$ cat config.mk
export PLATFORM = sky130hd
export DESIGN_NAME = xbr_ctrl
export DESIGN_NICKNAME = d
export VERILOG_FILES = /design/src/sv/xbr_pkg.sv /design/src/sv/xbr_ctrl.sv
export SDC_FILE = /design/constraint.sdc
export NUM_CORES = 1
export LEC_CHECK = 0
export BUFFER_PORTS_ARGS = -buffer_cell sky130_fd_sc_hd__buf_2
export CAP_MARGIN = 0
export CORE_MARGIN = 5
export CORE_UTILIZATION = 55
export CTS_CLUSTER_SIZE = 12
export DETAILED_ROUTE_END_ITERATION = 16
export MAX_ROUTING_LAYER = met4
export PLACE_DENSITY_LB_ADDON = 0.1
export REMOVE_ABC_BUFFERS = 1
export SETUP_SLACK_MARGIN = 0.2
export SLEW_MARGIN = 0
export SYNTH_ARGS = -nofsm -noshare
export SYNTH_HDL_FRONTEND = slang
export SYNTH_SLANG_ARGS = --single-unit
$ cat constraint.sdc
create_clock -name clk -period 2.55 [get_ports clk]
set_input_delay 0.51 -clock clk [delete_from_list [all_inputs] [get_ports clk]]
set_output_delay 0.51 -clock clk [all_outputs]
set_load 0.05 [all_outputs]
$ cat src/sv/xbr_pkg.sv
`default_nettype none
// ----------------------------------------------------------------------------
// xbr_pkg
// Shared types, constants and the interesting-value pool for the bounded
// xoshiro256** random source.
// ----------------------------------------------------------------------------
package xbr_pkg;

  localparam logic [63:0] GOLDEN_GAMMA = 64'h9E37_79B9_7F4A_7C15;
  localparam logic [63:0] MIX_MUL_A    = 64'hBF58_476D_1CE4_E5B9;
  localparam logic [63:0] MIX_MUL_B    = 64'h94D0_49BB_1331_11EB;
  localparam logic [63:0] DEFAULT_SEED = 64'hDEAD_BEEF_CAFE_BABE;

  // request actions
  localparam logic [1:0] ACT_RAW   = 2'd0;
  localparam logic [1:0] ACT_BELOW = 2'd1;
  localparam logic [1:0] ACT_ONEIN = 2'd2;
  localparam logic [1:0] ACT_POOL  = 2'd3;

  // multiplier operand pairs
  localparam logic [1:0] MSEL_DRAW = 2'd0;
  localparam logic [1:0] MSEL_MIX1 = 2'd1;
  localparam logic [1:0] MSEL_MIX2 = 2'd2;

  // draw bound sources
  localparam logic [1:0] NSEL_BOUND = 2'd0;
  localparam logic [1:0] NSEL_POOL  = 2'd1;
  localparam logic [1:0] NSEL_QUART = 2'd2;
  localparam logic [1:0] NSEL_DELTA = 2'd3;

  // result word sources
  localparam logic [2:0] VSEL_ZERO  = 3'd0;
  localparam logic [2:0] VSEL_RND   = 3'd1;
  localparam logic [2:0] VSEL_HI    = 3'd2;
  localparam logic [2:0] VSEL_POOL  = 3'd3;
  localparam logic [2:0] VSEL_DELTA = 3'd4;

  typedef struct packed {
    logic       in_load;
    logic       sm_add;
    logic       sm_shift;
    logic       gen_step;
    logic       gen_fin;
    logic       mul_start;
    logic [1:0] msel;
    logic       div_start;
    logic       n_load;
    logic [1:0] nsel;
    logic       v_load;
    logic [2:0] vsel;
    logic       out_load;
  } xbr_cmd_t;

  typedef struct packed {
    logic mul_busy;
    logic div_busy;
    logic lo_lt_n;
    logic lo_lt_thr;
    logic hi_zero;
    logic bnd_zero;
    logic bnd_le1;
  } xbr_sts_t;

  function automatic logic [63:0] pool_word(input logic [5:0] idx);
    logic [63:0] w;
    case (idx)
      6'd0:  w = 64'd0;
      6'd1:  w = 64'd1;
      6'd2:  w = 64'd2;
      6'd3:  w = 64'd3;
      6'd4:  w = 64'd4;
      6'd5:  w = 64'd7;
      6'd6:  w = 64'd8;
      6'd7:  w = 64'd15;
      6'd8:  w = 64'd16;
      6'd9:  w = 64'd31;
      6'd10: w = 64'd32;
      6'd11: w = 64'd63;
      6'd12: w = 64'd64;
      6'd13: w = 64'd127;
      6'd14: w = 64'd128;
      6'd15: w = 64'd255;
      6'd16: w = 64'd256;
      6'd17: w = 64'd511;
      6'd18: w = 64'd512;
      6'd19: w = 64'd1023;
      6'd20: w = 64'd1024;
      6'd21: w = 64'd4095;
      6'd22: w = 64'd4096;
      6'd23: w = 64'd16383;
      6'd24: w = 64'd16384;
      6'd25: w = 64'd65535;
      6'd26: w = 64'd65536;
      6'd27: w = 64'h0000_0000_7FFF_FFFF;
      6'd28: w = 64'h0000_0000_8000_0000;
      6'd29: w = 64'h0000_0000_FFFF_FFFF;
      6'd30: w = 64'h0000_0001_0000_0000;
      6'd31: w = 64'h7FFF_FFFF_FFFF_FFFF;
      6'd32: w = 64'h8000_0000_0000_0000;
      6'd33: w = 64'hFFFF_FFFF_FFFF_FFFF;
      6'd34: w = 64'hFFFF_FFFF_FFFF_FFFE;
      6'd35: w = 64'hFFFF_FFFF_FFFF_FFFF;
      6'd36: w = 64'hFFFF_FFFF_FFFF_FFFE;
      6'd37: w = 64'hFFFF_FFFF_FFFF_F000;
      6'd38: w = 64'h4000_0000_0000_0000;
      6'd39: w = 64'h0000_0000_DEAD_BEEF;
      6'd40: w = 64'h0000_0000_4141_4141;
      6'd41: w = 64'h0000_0001_0000_0000;
      6'd42: w = 64'hAAAA_AAAA_AAAA_AAAA;
      6'd43: w = 64'h5555_5555_5555_5555;
      default: w = 64'd0;
    endcase
    return w;
  endfunction

endpackage
`default_nettype wire

$ cat src/sv/xbr_ctrl.sv
`default_nettype none
// ----------------------------------------------------------------------------
// xbr_ctrl
// Sequencer: seed expansion, draw loop with rejection, action dispatch and
// output handshake.
// ----------------------------------------------------------------------------
module xbr_ctrl (
  input  wire logic             clk,
  input  wire logic             rst_n,
  input  wire logic             cfg_we,
  input  wire logic             in_valid,
  output logic                  in_ready,
  input  wire logic [1:0]       in_action,
  output logic                  out_valid,
  input  wire logic             out_ready,
  output logic                  out_hit,
  input  wire xbr_pkg::xbr_sts_t sts,
  output xbr_pkg::xbr_cmd_t     cmd
);
  import xbr_pkg::*;

  localparam logic [3:0] S_SM_ADD = 4'd0;
  localparam logic [3:0] S_SM_M1  = 4'd1;
  localparam logic [3:0] S_SM_W1  = 4'd2;
  localparam logic [3:0] S_SM_M2  = 4'd3;
  localparam logic [3:0] S_SM_W2  = 4'd4;
  localparam logic [3:0] S_SM_WR  = 4'd5;
  localparam logic [3:0] S_IDLE   = 4'd6;
  localparam logic [3:0] S_DISP   = 4'd7;
  localparam logic [3:0] S_GEN1   = 4'd8;
  localparam logic [3:0] S_GEN2   = 4'd9;
  localparam logic [3:0] S_MUL    = 4'd10;
  localparam logic [3:0] S_MULW   = 4'd11;
  localparam logic [3:0] S_CHK    = 4'd12;
  localparam logic [3:0] S_DIVW   = 4'd13;
  localparam logic [3:0] S_DRAWN  = 4'd14;
  localparam logic [3:0] S_FIN    = 4'd15;

  localparam logic [1:0] PH_POOL  = 2'd0;
  localparam logic [1:0] PH_QUART = 2'd1;
  localparam logic [1:0] PH_DELTA = 2'd2;

  logic [3:0] state_r, state_nxt;
  logic [1:0] wcnt_r, wcnt_nxt;
  logic [1:0] act_r, act_nxt;
  logic [1:0] phase_r, phase_nxt;
  logic       thr_ok_r, thr_ok_nxt;
  logic       hit_r, hit_nxt;
  logic       out_valid_r, out_valid_nxt;
  logic       out_hit_r, out_hit_nxt;

  always_comb begin
    state_nxt     = state_r;
    wcnt_nxt      = wcnt_r;
    act_nxt       = act_r;
    phase_nxt     = phase_r;
    thr_ok_nxt    = thr_ok_r;
    hit_nxt       = hit_r;
    out_valid_nxt = out_valid_r & ~out_ready;
    out_hit_nxt   = out_hit_r;
    cmd           = '0;
    in_ready      = (state_r == S_IDLE);

    unique case (state_r)
      S_SM_ADD: begin
        cmd.sm_add = 1'b1;
        state_nxt  = S_SM_M1;
      end
      S_SM_M1: begin
        cmd.mul_start = 1'b1;
        cmd.msel      = MSEL_MIX1;
        state_nxt     = S_SM_W1;
      end
      S_SM_W1: begin
        if (!sts.mul_busy) state_nxt = S_SM_M2;
      end
      S_SM_M2: begin
        cmd.mul_start = 1'b1;
        cmd.msel      = MSEL_MIX2;
        state_nxt     = S_SM_W2;
      end
      S_SM_W2: begin
        if (!sts.mul_busy) state_nxt = S_SM_WR;
      end
      S_SM_WR: begin
        cmd.sm_shift = 1'b1;
        wcnt_nxt     = wcnt_r + 2'd1;
        state_nxt    = (wcnt_r == 2'd3) ? S_IDLE : S_SM_ADD;
      end
      S_IDLE: begin
        if (in_valid) begin
          cmd.in_load = 1'b1;
          act_nxt     = in_action;
          state_nxt   = S_DISP;
        end
      end
      S_DISP: begin
        hit_nxt    = 1'b0;
        thr_ok_nxt = 1'b0;
        cmd.v_load = 1'b1;
        cmd.vsel   = VSEL_ZERO;
        state_nxt  = S_GEN1;
        unique case (act_r)
          ACT_RAW: ;
          ACT_BELOW: begin
            cmd.n_load = 1'b1;
            cmd.nsel   = NSEL_BOUND;
            if (sts.bnd_zero) state_nxt = S_FIN;
          end
          ACT_ONEIN: begin
            cmd.n_load = 1'b1;
            cmd.nsel   = NSEL_BOUND;
            if (sts.bnd_le1) begin
              hit_nxt   = 1'b1;
              state_nxt = S_FIN;
            end
          end
          default: begin
            cmd.n_load = 1'b1;
            cmd.nsel   = NSEL_POOL;
            phase_nxt  = PH_POOL;
          end
        endcase
      end
      S_GEN1: begin
        cmd.gen_step = 1'b1;
        state_nxt    = S_GEN2;
      end
      S_GEN2: begin
        cmd.gen_fin = 1'b1;
        state_nxt   = S_MUL;
      end
      S_MUL: begin
        if (act_r == ACT_RAW) begin
          cmd.v_load = 1'b1;
          cmd.vsel   = VSEL_RND;
          state_nxt  = S_FIN;
        end else begin
          cmd.mul_start = 1'b1;
          cmd.msel      = MSEL_DRAW;
          state_nxt     = S_MULW;
        end
      end
      S_MULW: begin
        if (!sts.mul_busy) state_nxt = S_CHK;
      end
      S_CHK: begin
        // reject only below the threshold, computed once per draw
        if (!sts.lo_lt_n) begin
          state_nxt = S_DRAWN;
        end else if (!thr_ok_r) begin
          cmd.div_start = 1'b1;
          state_nxt     = S_DIVW;
        end else if (sts.lo_lt_thr) begin
          state_nxt = S_GEN1;
        end else begin
          state_nxt = S_DRAWN;
        end
      end
      S_DIVW: begin
        if (!sts.div_busy) begin
          thr_ok_nxt = 1'b1;
          state_nxt  = S_CHK;
        end
      end
      S_DRAWN: begin
        state_nxt  = S_FIN;
        thr_ok_nxt = 1'b0;
        unique case (act_r)
          ACT_ONEIN: hit_nxt = sts.hi_zero;
          ACT_POOL: begin
            unique case (phase_r)
              PH_POOL: begin
                cmd.v_load = 1'b1;
                cmd.vsel   = VSEL_POOL;
                cmd.n_load = 1'b1;
                cmd.nsel   = NSEL_QUART;
                phase_nxt  = PH_QUART;
                state_nxt  = S_GEN1;
              end
              PH_QUART: begin
                if (sts.hi_zero) begin
                  cmd.n_load = 1'b1;
                  cmd.nsel   = NSEL_DELTA;
                  phase_nxt  = PH_DELTA;
                  state_nxt  = S_GEN1;
                end
              end
              default: begin
                cmd.v_load = 1'b1;
                cmd.vsel   = VSEL_DELTA;
              end
            endcase
          end
          default: begin
            cmd.v_load = 1'b1;
            cmd.vsel   = VSEL_HI;
          end
        endcase
      end
      S_FIN: begin
        if (!out_valid_r || out_ready) begin
          cmd.out_load  = 1'b1;
          out_valid_nxt = 1'b1;
          out_hit_nxt   = hit_r;
          state_nxt     = S_IDLE;
        end
      end
      default: state_nxt = S_IDLE;
    endcase

    if (cfg_we) begin
      state_nxt = S_SM_ADD;
      wcnt_nxt  = 2'd0;
    end
  end

  always_ff @(posedge clk) begin
    if (!rst_n) begin
      state_r     <= S_SM_ADD;
      wcnt_r      <= 2'd0;
      act_r       <= ACT_RAW;
      phase_r     <= PH_POOL;
      thr_ok_r    <= 1'b0;
      hit_r       <= 1'b0;
      out_valid_r <= 1'b0;
      out_hit_r   <= 1'b0;
    end else begin
      state_r     <= state_nxt;
      wcnt_r      <= wcnt_nxt;
      act_r       <= act_nxt;
      phase_r     <= phase_nxt;
      thr_ok_r    <= thr_ok_nxt;
      hit_r       <= hit_nxt;
      out_valid_r <= out_valid_nxt;
      out_hit_r   <= out_hit_nxt;
    end
  end

  assign out_valid = out_valid_r;
  assign out_hit   = out_hit_r;

endmodule
`default_nettype wire

### After elaboration in Yosys (flattened, before gate mapping)

Cells that the tools add are included.

| operators by class | value |
|---|---|
| reductions and logical operators | 17 |
| add/sub/neg operators | 1 |
| bitwise logic cells | 3 |
| equality and inequality tests | 31 |
| multiplexer cells | 53 |

Operators by type and width:

| kind | number |
|---|---|
| $pmux W4 S16 | 1 |
| $mux W3 | 12 |
| $eq A4 B4 Y1 const B | 8 |
| $pmux W3 S2 | 5 |
| $mux W4 | 7 |
| $mux W1 | 17 |
| $eq A4 B3 Y1 const B | 4 |
| $pmux W4 S2 | 2 |
| $ne A2 B2 Y1 const B | 7 |
| $pmux W4 S3 | 1 |
| $pmux W3 S3 | 1 |
| $eq A4 B2 Y1 const B | 2 |
| $pmux W2 S2 | 2 |
| $reduce_and A2 Y1 | 4 |
| $eq A2 B2 Y1 const B | 3 |
| $mux W2 | 3 |
| $reduce_and A6 Y1 | 1 |
| $reduce_or A2 Y1 | 3 |
| $reduce_and A5 Y1 | 1 |
| $eq A2 B1 Y1 const B | 2 |
| $eq A4 B1 Y1 const B | 1 |
| $logic_not A2 Y1 | 2 |
| $logic_not A4 Y1 | 1 |
| $ne A2 B1 Y1 const B | 2 |
| 10 further kinds | 13 |

| word-level totals | value |
|---|---|
| bits in registers | 14 |
| input port bits | 14 |
| output and inout port bits | 20 |
| logic and storage cells | 113 |

### Longest topological paths before layout

| logic depth | value |
|---|---|
| depth in word-level cells | 4 |
| depth in mapped cells | 7 |

### Least setup slack after synthesis

No wires, ideal clock.

| path | value |
|---|---|
| path kind | reg2out |
| from | reg state_r[1] |
| to | out cmd[8] (netlist name) |
| setup slack | -0.218 ns |
| cell stages (with the launch flop) | 5 |
| data arrival time | 2.258 ns |
| data required time | 2.040 ns |
| buffers on the path | 2 |
| cells stage by stage | dfxtp_1 > buf_2 > buf_2 > nand2b_1 > nor4_1 |

RTL lines:

| item | line | RTL |
|---|---|---|
| start: declaration | xbr_ctrl.sv:43 | `logic [3:0] state_r, state_nxt;` |
| start signal: assignment | xbr_ctrl.sv:229 | `state_r <= state_nxt;` |
| end: declaration | xbr_ctrl.sv:18 | `output xbr_pkg::xbr_cmd_t cmd` |

==> impl_metrics.csv <==
group,metric,value,unit
outcome,status,"completed",
clocking,cts_resized,6,
synthesis,postSynthAreaPerCell,8.11,µm²
global_routing,grt_overflow,0,
global_routing,grt_use_total,18.8,%
synthesis,synth_ff_type,"dfxtp_1",
clocking,post_cts.repair.setup_buffers,0,
synthesis,syn_area,1150,µm²
final_layout,antenna_cells,0,
global_routing,first_global_vias,1076,
synthesis,synth.ff_latch_count,14,
synthesis,ys_seq_area_share,24.3,%
timing,worst_pin_slew,0.355,ns
route,dr_wl_met2,1.35,mm
route,drc,0,
timing,setup_violations,0,
timing,fin_skew,0.0132,ns
place,placed_area,1320,µm²
global_routing,grt_max_degree,21,
global_routing,grt_pass1_wl,4.66,mm
clocking,htreeDepth,1,
setup_path,required,2.04,ns
synthesis,synth_top_area_cell,"dfxtp_1",
setup_path,cp.arrival,1.71,ns
clocking,clockRootBuffer,"clkbuf_4",
setup_path,start_kind,"flip-flop",
place,dp_slack,0.442,ns
die,io_pins,34,
timing,final-max-slew-violation-count,0,
timing,max_freq,0.450,GHz
timing,setup_ws,0.326,ns
job,cap_viol_max_count,0,
clocking,cts_buffers,3,
setup_path,critPathMaxFanout,12,
setup_path,crit_slowest_cell,"dfxtp_2",
power,vdd_drop_max,0.319,mV
synthesis,ys_types,47,
clocking,clk_latency,0.29,ns
clocking,clockBufferDepth,2,
clocking,cts_sinks,14,
route,met3_length,168,µm
place,gp_congestion,0.910,
clocking,cts_tree,"done",
die,die_h,55.8,µm
clocking,clk_pin_slew,0.10,ns
timing,slew_headroom,76.3,%
timing,finalSetupTns,0,ns
power,p_leak,0.636,nW
die,initial_core_util,58.1,%
setup_path,worstSetupPathType,"reg -> out",
timing,hold_viol,0,
synthesis,synth_most_common_cell,"nor2_1",
die,rows,16,
die,coreArea,1980,µm²
final_layout,syn_to_final_growth,20.8,%
place,hpwl,2.15,mm
global_routing,antenna_found_initial,0,
route,dr.pass1.iters,4,
die,dieArea,3110,µm²
route,top_layer,"met4",
timing,hold-worst-slack,0.492,ns
synthesis,syn_inst,142,
setup_path,endpoint_kind,"primary output",
final_layout,design_area,1390,µm²
route,vias,1123,
synthesis,yosys_warnings,0,
synthesis,synth_edf_count,0,
route,viasPerCell,5.62,
clocking,cts_hold_buffers,0,
final_layout,drive_gt1_share,34.1,%
synthesis,ys_top_cells_by_count,"nor2_1, dfxtp_1, nand2b_1, nor2b_1",
setup_path,critPathMaxStageDelay,0.38,ns
route,avgRoutedWirePerCell,13.9,µm
synthesis,async_flop_share,0,%
synthesis,netlist.area_leader.share,24.3,%
power,power_density,312,nW/µm²
final_layout,num-nets-final,195,
timing,post-route-period-util,87.2,%
place,io_buffers,33,
timing,period_minus_slack,2.22,ns
worst_hold_path,hp-class,"in -> reg",
setup_path,path_cells,"buf_4 -> or2_2 -> nor3_1 -> buf_2",
die,die_w,55.8,µm
route,drt-total-wl,2.78,mm
synthesis,synthTopCellsByArea,"dfxtp_1, ha_1, nor2_1",
route,first_iter_violations,22,
timing,grt_setup_unrepaired,"true",
route,ant_nets,0,
route,met1_length,1.24,mm
metal layers:
layer  up-vias  GRT usage, %
met5         -             -
met4         0          5.21
met3         4          6.03
met2        34          30.1
met1       517          22.7
li1        568             -
sequential cells by signal (all words and copies together), names as in the netlist:
| name | flops |
|---|---|
| state_r | 4 |
| act_r | 2 |
| phase_r | 2 |
| wcnt_r | 2 |
| hit_r | 1 |
| out_hit | 1 |
| out_valid | 1 |
| thr_ok_r | 1 |
worst paths after layout:
path                                               from                       to  slack [ns]  cells past startpoint
worst min-delay path                       in_action[1]    act_r[1]$_SDFFE_PN0P_        0.49                      3
worst min register to register   wcnt_r[1]$_SDFFE_PP0P_   wcnt_r[1]$_SDFFE_PP0P_        0.50                      2
worst max-delay path            state_r[1]$_SDFFE_PP0P_                  cmd[15]        0.33                      4
worst max register to register  state_r[1]$_SDFFE_PP0P_  state_r[3]$_SDFFE_PP0P_        0.79                      6
worst max-delay path: cells and delay by family, from the launching register on:
| family | cells | cell delay (ns) |
|---|---|---|
| and+or+nand+nor | 2 | 0.55 |
| buffers and inverters | 2 | 0.50 |
| DFF | 1 | 0.38 |
report_power, final:
| part | total (mW) | internal [mW] | switching [mW] | leakage [nW] |
|---|---|---|---|---|
| registers | 0.224 | 0.219 | 0.00526 | 0.116 |
| logic | 0.0454 | 0.0183 | 0.0271 | 0.500 |
| clock network | 0.165 | 0.0870 | 0.0778 | 0.0210 |
area by class of cell:
type	count	area, µm²
clock buffers	4	36.3
well taps	27	33.8
inverters	7	26.3
flip-flops and latches	14	289
repair buffers	35	190
fillers	169	592
multi-input cells	113	815
placed cells by master, fill, tap and decap left out, drive strengths merged, types with 2 or more instances in the layout:
cell type  Yosys  layout
buf            8      34
nor2          20      20
dfxtp         14      14
nor2b         10      10
nand2b         9       9
nand2          7       7
inv            7       7
nor3           7       7
ha             7       7
mux2i          6       6
clkbuf         0       5
a21boi         4       4
a21oi          3       3
nand3          3       3
o21ai          3       3
nand4          2       2
and3           2       2
nand4b         2       2
xnor2          2       2
a32oi          2       2
a22o           2       2
o2bb2ai        2       2
and2b          2       2
and4b          2       2
metrics by stage:
stage / utilization (%) / instances / total power, mW
2_1_floorplan: - / 134 / 0.255
6_report: 70.1 / 200 / 0.434
3_3_place_gp: 66.8 / 196 / 0.274
3_5_place_dp: 66.8 / 196 / 0.275
4_1_cts: 69.1 / 200 / 0.436
5_1_grt: 70.1 / 200 / 0.456
cells by family after synthesis:
group / after synthesis / synth area share, %
AO/OA/AOI/OAI: 27 / 20.5
adder cells (fa/ha/maj): 7 / 7.61
buffers and inverters: 15 / 5.87
AND/OR/NAND/NOR: 71 / 34.9
XOR/XNOR: 2 / 1.52
flip-flops: 14 / 24.3
multiplexers: 6 / 5.22
No activity file was read; power rests on OpenSTA's default activity.
